### src/rtl/core/fdm_pkg.sv
`default_nettype none
package fdm_pkg;

  localparam int unsigned MAX_PIXELS = 65536;
  localparam int unsigned POS_W      = $clog2(MAX_PIXELS);
  localparam int unsigned LEN_W      = POS_W + 1;
  localparam int unsigned PIX_W      = 8;
  localparam int unsigned DIM_W      = 9;
  localparam int unsigned CFG_W      = 9;
  localparam int unsigned IDX_W      = 2;
  localparam int unsigned AREA_W     = 2 * DIM_W;
  localparam int unsigned COEF_W     = 16;
  localparam int unsigned PROD_W     = PIX_W + COEF_W;

  // luma weights, unsigned Q16, sum is exactly 1.0
  localparam logic [COEF_W-1:0] W_RED   = 16'd20224;
  localparam logic [COEF_W-1:0] W_GREEN = 16'd39938;
  localparam logic [COEF_W-1:0] W_BLUE  = 16'd5374;

  localparam logic [DIM_W-1:0] WIDTH_RST  = 9'd64;
  localparam logic [DIM_W-1:0] HEIGHT_RST = 9'd64;
  localparam logic [PIX_W-1:0] THR_RST    = 8'd127;

  localparam logic [PIX_W-1:0] ALPHA_ON  = 8'hFF;
  localparam logic [PIX_W-1:0] ALPHA_OFF = 8'h00;

  typedef enum logic [IDX_W-1:0] {
    REG_FRAME_WIDTH  = 2'd0,
    REG_FRAME_HEIGHT = 2'd1,
    REG_THRESHOLD    = 2'd2
  } fdm_reg_t;

  // store slot for the next accepted word
  typedef struct packed {
    logic [POS_W-1:0] pos;
    logic             primed;
  } fdm_slot_t;

endpackage
`default_nettype wire

### src/rtl/core/fdm_frame_ctrl.sv
`default_nettype none
module fdm_frame_ctrl (
  input  wire logic                        clk,
  input  wire logic                        rst_n,
  input  wire logic                        cfg_we,
  input  wire logic [fdm_pkg::IDX_W-1:0]   cfg_index,
  input  wire logic [fdm_pkg::CFG_W-1:0]   cfg_data,
  input  wire logic                        accept,
  output      fdm_pkg::fdm_slot_t          slot,
  output      logic [fdm_pkg::PIX_W-1:0]   threshold
);

  logic [fdm_pkg::DIM_W-1:0]  width_r, width_nxt;
  logic [fdm_pkg::DIM_W-1:0]  height_r, height_nxt;
  logic [fdm_pkg::PIX_W-1:0]  thr_r, thr_nxt;
  logic [fdm_pkg::POS_W-1:0]  pos_r, pos_nxt;
  logic                       primed_r, primed_nxt;
  logic [fdm_pkg::AREA_W-1:0] area;
  logic [fdm_pkg::LEN_W-1:0]  len;
  logic [fdm_pkg::LEN_W-1:0]  pos_inc;
  logic                       size_wr;

  assign area = fdm_pkg::AREA_W'(width_r) * fdm_pkg::AREA_W'(height_r);

  always_comb begin
    if (area == '0) begin
      len = fdm_pkg::LEN_W'(1);
    end else if (area > fdm_pkg::AREA_W'(fdm_pkg::MAX_PIXELS)) begin
      len = fdm_pkg::LEN_W'(fdm_pkg::MAX_PIXELS);
    end else begin
      len = fdm_pkg::LEN_W'(area);
    end
  end

  assign pos_inc = fdm_pkg::LEN_W'(pos_r) + fdm_pkg::LEN_W'(1);
  assign size_wr = cfg_we && ((cfg_index == fdm_pkg::REG_FRAME_WIDTH) ||
                              (cfg_index == fdm_pkg::REG_FRAME_HEIGHT));

  always_comb begin
    width_nxt  = width_r;
    height_nxt = height_r;
    thr_nxt    = thr_r;
    pos_nxt    = pos_r;
    primed_nxt = primed_r;
    if (cfg_we) begin
      case (cfg_index)
        fdm_pkg::REG_FRAME_WIDTH:  width_nxt  = cfg_data;
        fdm_pkg::REG_FRAME_HEIGHT: height_nxt = cfg_data;
        fdm_pkg::REG_THRESHOLD:    thr_nxt    = cfg_data[fdm_pkg::PIX_W-1:0];
        default:                   thr_nxt    = thr_r;
      endcase
    end
    if (size_wr) begin
      pos_nxt    = '0;
      primed_nxt = 1'b0;
    end else if (accept) begin
      if (pos_inc >= len) begin
        pos_nxt    = '0;
        primed_nxt = 1'b1;
      end else begin
        pos_nxt = pos_inc[fdm_pkg::POS_W-1:0];
      end
    end
  end

  always_ff @(posedge clk) begin
    if (!rst_n) begin
      width_r  <= fdm_pkg::WIDTH_RST;
      height_r <= fdm_pkg::HEIGHT_RST;
      thr_r    <= fdm_pkg::THR_RST;
      pos_r    <= '0;
      primed_r <= 1'b0;
    end else begin
      width_r  <= width_nxt;
      height_r <= height_nxt;
      thr_r    <= thr_nxt;
      pos_r    <= pos_nxt;
      primed_r <= primed_nxt;
    end
  end

  assign slot.pos    = pos_r;
  assign slot.primed = primed_r;
  assign threshold   = thr_r;

endmodule
`default_nettype wire

### config.mk
export PLATFORM = sky130hd
export DESIGN_NAME = fdm_frame_ctrl
export DESIGN_NICKNAME = d
export VERILOG_FILES = /design/src/rtl/core/fdm_pkg.sv /design/src/rtl/core/fdm_frame_ctrl.sv
export SDC_FILE = /design/constraint.sdc
export NUM_CORES = 1
export LEC_CHECK = 0
export BUFFER_PORTS_ARGS = -buffer_cell sky130_fd_sc_hd__buf_2
export CELL_PAD_IN_SITES_DETAIL_PLACEMENT = 1
export CELL_PAD_IN_SITES_GLOBAL_PLACEMENT = 1
export CORE_ASPECT_RATIO = 1.4
export CORE_MARGIN = 2
export CORE_UTILIZATION = 44
export CTS_BUF_LIST = sky130_fd_sc_hd__clkbuf_2
export DETAILED_ROUTE_END_ITERATION = 10
export PLACE_DENSITY_LB_ADDON = 0.1
export SYNTH_ARGS = -nofsm -noshare
export SYNTH_HDL_FRONTEND = slang
export SYNTH_SLANG_ARGS = --single-unit
### constraint.sdc
create_clock -name clk -period 7.07 [get_ports clk]
set_input_delay 0.3535 -clock clk [delete_from_list [all_inputs] [get_ports clk]]
set_output_delay 0.3535 -clock clk [all_outputs]
set_load 0.03 [all_outputs]
==> impl_metrics.py, run 1 <==
metrics = {
    "setup_path": {
        "cp.required_ns": 7.41,
        "critPathArrivalTime_ns": 7.38,
        "path_class": "flop to flop",
        "worst-path-max-fanout": 8,
        "critPathLaunchType": "flop",
        "crit_slowest_cell": "fa_1",
        "rr_worst_depth": 30,
        "cp_common_cell": "a21o_1",
        "max_stage_delay_ns": 0.52,
        "cp-end-kind": "flop",
    },
    "power_and_ir_drop": {
        "cellPowerDensity_nw_per_um2": 85.6,
        "p_seq_share_pct": 48.2,
        "comb_power_share_pct": 28.4,
        "p_sw_share_pct": 37.1,
        "clockPowerShare_pct": 23.4,
        "total_power_mw": 0.536,
        "internal_power_mw": 0.337,
        "p_sw_mw": 0.199,
        "ir_worst_vdd_uv": 88.8,
        "p_leak_nw": 3.12,
    },
    "clocking": {
        "clock_latency_ns": 0.42,
        "cts_sinks": 43,
        "h-tree-depth": 2,
        "root_buffer": "clkbuf_2",
        "clockBufferDepth": 2,
        "path_clk_slew_ns": 0.28,
        "cts_tree": "yes",
        "numCtsBuffers": 5,
    },
    "die": {
        "die_h_um": 133,
        "io_pins": 40,
        "coreArea_um2": 11700,
        "die_area_um2": 12700,
        "initial_core_util_pct": 44.5,
        "die_w_um": 95.9,
        "rows": 47,
    },
    "min_path": {
        "holdPathStages": 3,
        "hold_path_class": "input port to flop",
    },
    "layout": {
        "n_antenna_cell": 0,
        "fin_nets": 792,
        "syn_to_final_growth_pct": 20.3,
        "fin_area_um2": 6260,
        "final_layout_size_suffix_gt1_share_pct": 22.9,
    },
    "logic_synthesis": {
        "synth_seq_area_share_pct": 16.5,
        "syn_inst": 614,
        "synth_top_area_share_pct": 19.2,
        "synth_edf_count": 0,
        "yosys.area.top_type": "fa_1",
        "yosysMostFrequentCell": "nand2_1",
        "ys.flop_type": "dfxtp_1",
        "synth.area.top_cells": "fa_1 (19%), dfxtp_1 (17%), ha_1 (13%)",
        "synth_seq_cells": 43,
        "yosys_warnings": 0,
        "netlist_top_cells_count": "nand2_1 (84), inv_1 (79), ha_1 (56)",
        "ys_types": 52,
        "synthesis.area_um2": 5210,
        "async_reset_ff_share_pct": 0,
        "syn_area_per_cell_um2": 8.48,
        "syn-num-nets": 735,
    },
    "global_routing": {
        "antenna_found_initial": 0,
        "grt_pass1_vias": 4774,
        "grtUsageTotal_pct": 23.1,
        "overflow": 0,
        "grt_pass1_wl_um": 23200,
        "grt_max_degree": 28,
    },
    "detailed_routing": {
        "num_vias": 4462,
        "dr.pass1.iters": 6,
        "routed_via_density": 5.45,
        "drtAntennaViolNets": 0,
        "drc": 0,
        "wl_per_cell_um": 18.3,
        "drt_iter0_drc": 83,
        "routed_wl_um": 15000,
    },
    "timing": {
        "tightest_slew_ns": 1.20,
        "rsz0062_at_grt": "true",
        "finalCriticalPeriod_ns": 7.04,
        "slew_headroom_pct": 20.1,
        "setup_viol": 0,
        "final_hold_viol_count": 0,
        "clock_skew_ns": 0.0176,
        "min_period_over_period_pct": 99.6,
        "clock.fmax_ghz": 0.142,
        "slew_viol_final": 0,
    },
    "place": {
        "dpl-instance-area_um2": 5630,
        "gp_congestion": 0.867,
        "dpl.hpwl_um": 11600,
        "portBuffers": 39,
    },
    "run": {
        "drv_cap": 0,
    },
    "status": {
        "outcome": "complete, no violations",
    },
}
-- flip-flops by register name, indices dropped and copies added (netlist names) --
register,cells
width_r,9
height_r,9
primed_r,1
threshold,8
pos_r,16
-- critical path, delay by kind of cell (launching register included) --
family | cells | cell delay [ns]
AOI/OAI and AO/OA | 10 | 2.50
adders and majority gates | 6 | 2.43
buffers and inverters | 8 | 0.77
and+or+nand+nor | 5 | 0.63
DFF | 1 | 0.44
xor gates and xnor gates | 1 | 0.21
-- cells by family after synthesis --
logic type,count (synthesis),share of synthesized area (%)
buffers and inverters,107,7.95
AND/OR/NAND/NOR,235,23.5
adder cells (fa/ha/maj),106,32.7
multiplexers,20,3.85
XOR/XNOR,34,5.72
flip-flops,43,16.5
AO/OA/AOI/OAI,69,9.73
-- power by group through the flow --
stage	sequential (mW)	combinational, mW	clock (mW)
after global routing	0.260	0.168	0.139
after global placement	0.266	0.124	0
after CTS	0.262	0.128	0.128
after floorplan	0.264	0.0837	0
after detailed placement	0.266	0.128	0
final	0.259	0.152	0.125
-- placed cells by master (no fill, tap or decap), types with 3 or more instances in the layout --
master,synthesis,final
and2_1,51,51
fa_1,50,47
nand2_2,0,3
nand2_1,84,81
buf_4,1,31
nor3_1,6,4
a21oi_2,0,3
nor4_1,20,7
dfxtp_2,0,6
xnor2_1,6,5
a21o_1,13,13
nor2_1,15,14
ha_1,56,49
dfxtp_1,43,26
fa_2,0,3
nand2b_1,5,5
nor4_4,0,9
buf_2,1,39
clkbuf_2,0,6
inv_1,79,77
ha_4,0,6
a211o_1,4,4
dfxtp_4,0,11
o21ai_0,8,5
xor2_1,28,28
or4_1,3,3
nor4_2,0,4
nor2b_1,18,18
nand3_1,11,11
a21oi_1,11,7
buf_6,1,5
o21a_1,6,6
and3_1,8,8
a211oi_1,4,4
mux2i_1,20,20
nand4_1,5,5
-- area by class of cell --
| type | instances | area (um2) |
|---|---|---|
| clock buffer | 5 | 25.0 |
| clock inverter | 3 | 23.8 |
| fill | 1385 | 5440 |
| inverter | 79 | 297 |
| multi-input combinational | 464 | 4300 |
| sequential | 43 | 910 |
| tap | 147 | 184 |
| timing repair buffer | 78 | 529 |
-- what timing repair did --
action / 4_1_cts / 5_1_grt
setup buffers: 2 / 14
pin swaps: 1 / 41
gates resized for setup: 5 / 95
endpoints found under the setup margin: 16 / 17
gates cloned: 0 / 1
hold buffers: 0 / 0
-- per-stage QoR --
stage | instances | util [%] | TNS (ns) | setup slack (ns) | hold slack (ns)
2_1_floorplan | 614 | - | 0 | 0.472 | 0.478
3_3_place_gp | 794 | 48.1 | -0.779 | -0.0686 | 0.446
3_5_place_dp | 794 | 48.1 | -2.32 | -0.185 | 0.460
4_1_cts | 804 | 48.8 | 0 | 0.000324 | 0.161
5_1_grt | 819 | 53.5 | -1.39 | -0.210 | 0.137
6_report | 819 | 53.5 | 0 | 0.0315 | 0.174
-- worst paths after layout --
check | from | to | slack, ns
setup / recovery | width_r[4] | pos_r[9] | 0.03
hold / removal | cfg_data[6] | width_r[6] | 0.17
setup reg to reg | width_r[4] | pos_r[9] | 0.03
hold reg to reg | threshold[3] | threshold[3] | 0.48
-- routing by layer --
| layer | wire length (um) | vias up | GRT usage, % |
|---|---|---|---|
| met1 | 5970 | 2252 | 27.1 |
| met2 | 8550 | 56 | 44.1 |
| met5 | 0 | - | 0 |
| met4 | 273 | 0 | 4.29 |
| met3 | 225 | 22 | 2.85 |
| li1 | - | 2132 | - |
No activity file was read; power rests on OpenSTA's default activity.
==> run 2, diff against run 1 <==
Settings changed: CELL_PAD_IN_SITES_DETAIL_PLACEMENT 1 to not set, CELL_PAD_IN_SITES_GLOBAL_PLACEMENT 1 to not set, CORE_UTILIZATION 44 to 55, PLACE_DENSITY set to 0.77, PLACE_DENSITY_LB_ADDON 0.1 to not set.
==> run 2 against run 1 <==
Net effect:
- die area decreased by 19%
- clock-buffer cell count increased by 1
- sequential share of layout area increased by 0.90 points
- sequential cell count unchanged
- worst hold slack improved by 0.0021 ns
- first-iteration DRC count increased to 3.0 times the previous value
- clock power decreased by 14%
- sequential power about the same
- global-route usage increased by 0.53 points
- largest cell class unchanged
- largest power group unchanged
==> impl_metrics.py, run 2 (synthesis gave the netlist of run 1 again) <==
metrics = {
    "min_path": {
        "holdPathStages": 3,
        "hold_path_class": "input port to flop",
    },
    "power_and_ir_drop": {
        "internal_power_mw": 0.329,
        "cellPowerDensity_nw_per_um2": 84.6,
        "p_seq_share_pct": 51.4,
        "comb_power_share_pct": 27.1,
        "ir_worst_vdd_uv": 128,
        "total_power_mw": 0.502,
        "p_sw_share_pct": 34.3,
        "p_sw_mw": 0.172,
        "clockPowerShare_pct": 21.5,
        "p_leak_nw": 3.01,
    },
    "timing": {
        "fin_ws_ns": 0.126,
        "clock.fmax_ghz": 0.144,
        "finalCriticalPeriod_ns": 6.94,
        "clock_skew_ns": 0.0224,
        "min_period_over_period_pct": 98.2,
        "setup_viol": 0,
        "rsz0062_at_grt": "true",
        "slew_viol_final": 0,
        "final_hold_viol_count": 0,
        "holdWs_ns": 0.176,
        "slew_headroom_pct": 31.5,
        "tightest_slew_ns": 1.02,
    },
    "detailed_routing": {
        "routed_wl_um": 12400,
        "num_vias": 4469,
        "drt_iter0_drc": 245,
        "dr.pass1.iters": 6,
        "routed_via_density": 5.83,
        "drc": 0,
        "drtAntennaViolNets": 0,
        "wl_per_cell_um": 16.2,
    },
    "place": {
        "portBuffers": 39,
        "dpl.hpwl_um": 9340,
        "gp_congestion": 0.915,
        "dp_cells": 744,
        "place_ws_ns": -0.107,
    },
    "die": {
        "coreArea_um2": 9350,
        "die_area_um2": 10300,
        "initial_core_util_pct": 55.7,
        "io_pins": 40,
        "die_h_um": 119,
        "rows": 42,
        "die_w_um": 86.2,
    },
    "setup_path": {
        "critPathArrivalTime_ns": 7.27,
        "cp_common_cell": "a21o_1",
        "cp.required_ns": 7.40,
        "max_stage_delay_ns": 0.54,
        "path_class": "flop to flop",
        "crit_slowest_cell": "fa_1",
        "rr_worst_depth": 28,
        "cp-end-kind": "flop",
        "worst-path-max-fanout": 8,
        "critPathLaunchType": "flop",
    },
    "run": {
        "drv_cap": 0,
    },
    "clocking": {
        "clock_latency_ns": 0.42,
        "cts_sinks": 43,
        "h-tree-depth": 2,
        "cts_tree": "yes",
        "numCtsBuffers": 5,
        "path_clk_slew_ns": 0.23,
        "root_buffer": "clkbuf_2",
        "cts_hold_buf": 0,
        "clockBufferDepth": 2,
    },
    "global_routing": {
        "antenna_found_initial": 1,
        "grtUsageTotal_pct": 23.7,
        "grt_pass1_vias": 4395,
        "grt_pass1_wl_um": 19800,
        "overflow": 0,
        "grt_max_degree": 28,
    },
    "layout": {
        "stdcell_count": 767,
        "fin_nets": 776,
        "largest_reg_flops": 16,
        "nFillCells": 781,
        "max_flop_register": "pos_r",
        "layout_commonest_cell": "nand2_1",
        "syn_to_final_growth_pct": 13.9,
        "final_layout_size_suffix_gt1_share_pct": 19.5,
        "register_area_um2": 915,
        "fin_util_pct": 63.4,
        "final_cell_mix": "nand2_1 (84), inv_1 (78), and2_1 (50), ha_1 (50), fa_1 (48)",
        "multiInputGateArea_um2": 4150,
        "reg_top3": "pos_r (16), height_r (9), width_r (9)",
    },
    "status": {
        "outcome": "complete, no violations",
    },
}
==> run 2: cell types whose count changed in the layout (fill, tap and decap cells not counted), sizes merged <==
| cell | change |
|---|---|
| diode | +1 |
| buf | -17 |
| clkbuf | +2 |
| inv | -1 |
| clkinvlp | -1 |
| clkinv | +1 |
==> run 2: area by class of cell <==
class | count | share of cell area [%]
Clock buffer | 6 | 0.506
Inverter | 79 | 5.00
Timing Repair Buffer | 62 | 6.58
Tap cell | 110 | 2.32
Multi-Input combinational cell | 464 | 69.9
Antenna cell | 1 | 0.0422
Sequential cell | 43 | 15.4
Clock inverter | 2 | 0.211
==> run 2: worst max-delay path, delay by kind of cell (launching register included) <==
kind	cells	cell delay [ns]
fa+ha+maj	6	2.46
compound gates	10	2.24
buf+inv	6	0.78
simple gates	5	0.72
flops	1	0.41
xor+xnor	1	0.24
==> run 2: power groups by stage <==
stage               Sequential (mW)  Clock, mW  Combinational (mW)
floorplan                     0.264          0              0.0837
global placement              0.266          0               0.113
detailed placement            0.266          0               0.116
CTS                           0.261      0.108               0.117
global route                  0.259      0.115               0.150
finish                        0.258      0.108               0.136
==> run 2: worst paths after layout <==
kind                              startpoint      endpoint  slack [ns]
worst max-delay path              width_r[2]      pos_r[4]        0.13
worst max register to register    width_r[2]      pos_r[4]        0.13
worst min register to register  threshold[0]  threshold[0]        0.48
worst min-delay path             cfg_data[4]  threshold[4]        0.18
==> run 2: what timing repair did <==
action,4_1_cts,5_1_grt
setup endpoints to repair,16,17
cloned,0,1
pin swaps,1,10
gates resized for setup,3,80
buffers inserted,0,13
endpoints found under the hold margin,0,0
==> run 2: through the flow <==
step	instance area, um2	TNS (ns)
after detailed placement	5500	-1.26
after floorplan	5210	0
after global placement	5500	0
after global routing	5930	-2.04
after CTS	5550	0
final	5930	0
==> run 2: per-layer routing <==
metal | part of all wire (%) | global-route usage [%]
met5 | 0 | 0
met4 | 3.0 | 8.40
met3 | 3.3 | 2.43
met2 | 54 | 42.2
met1 | 40 | 29.2
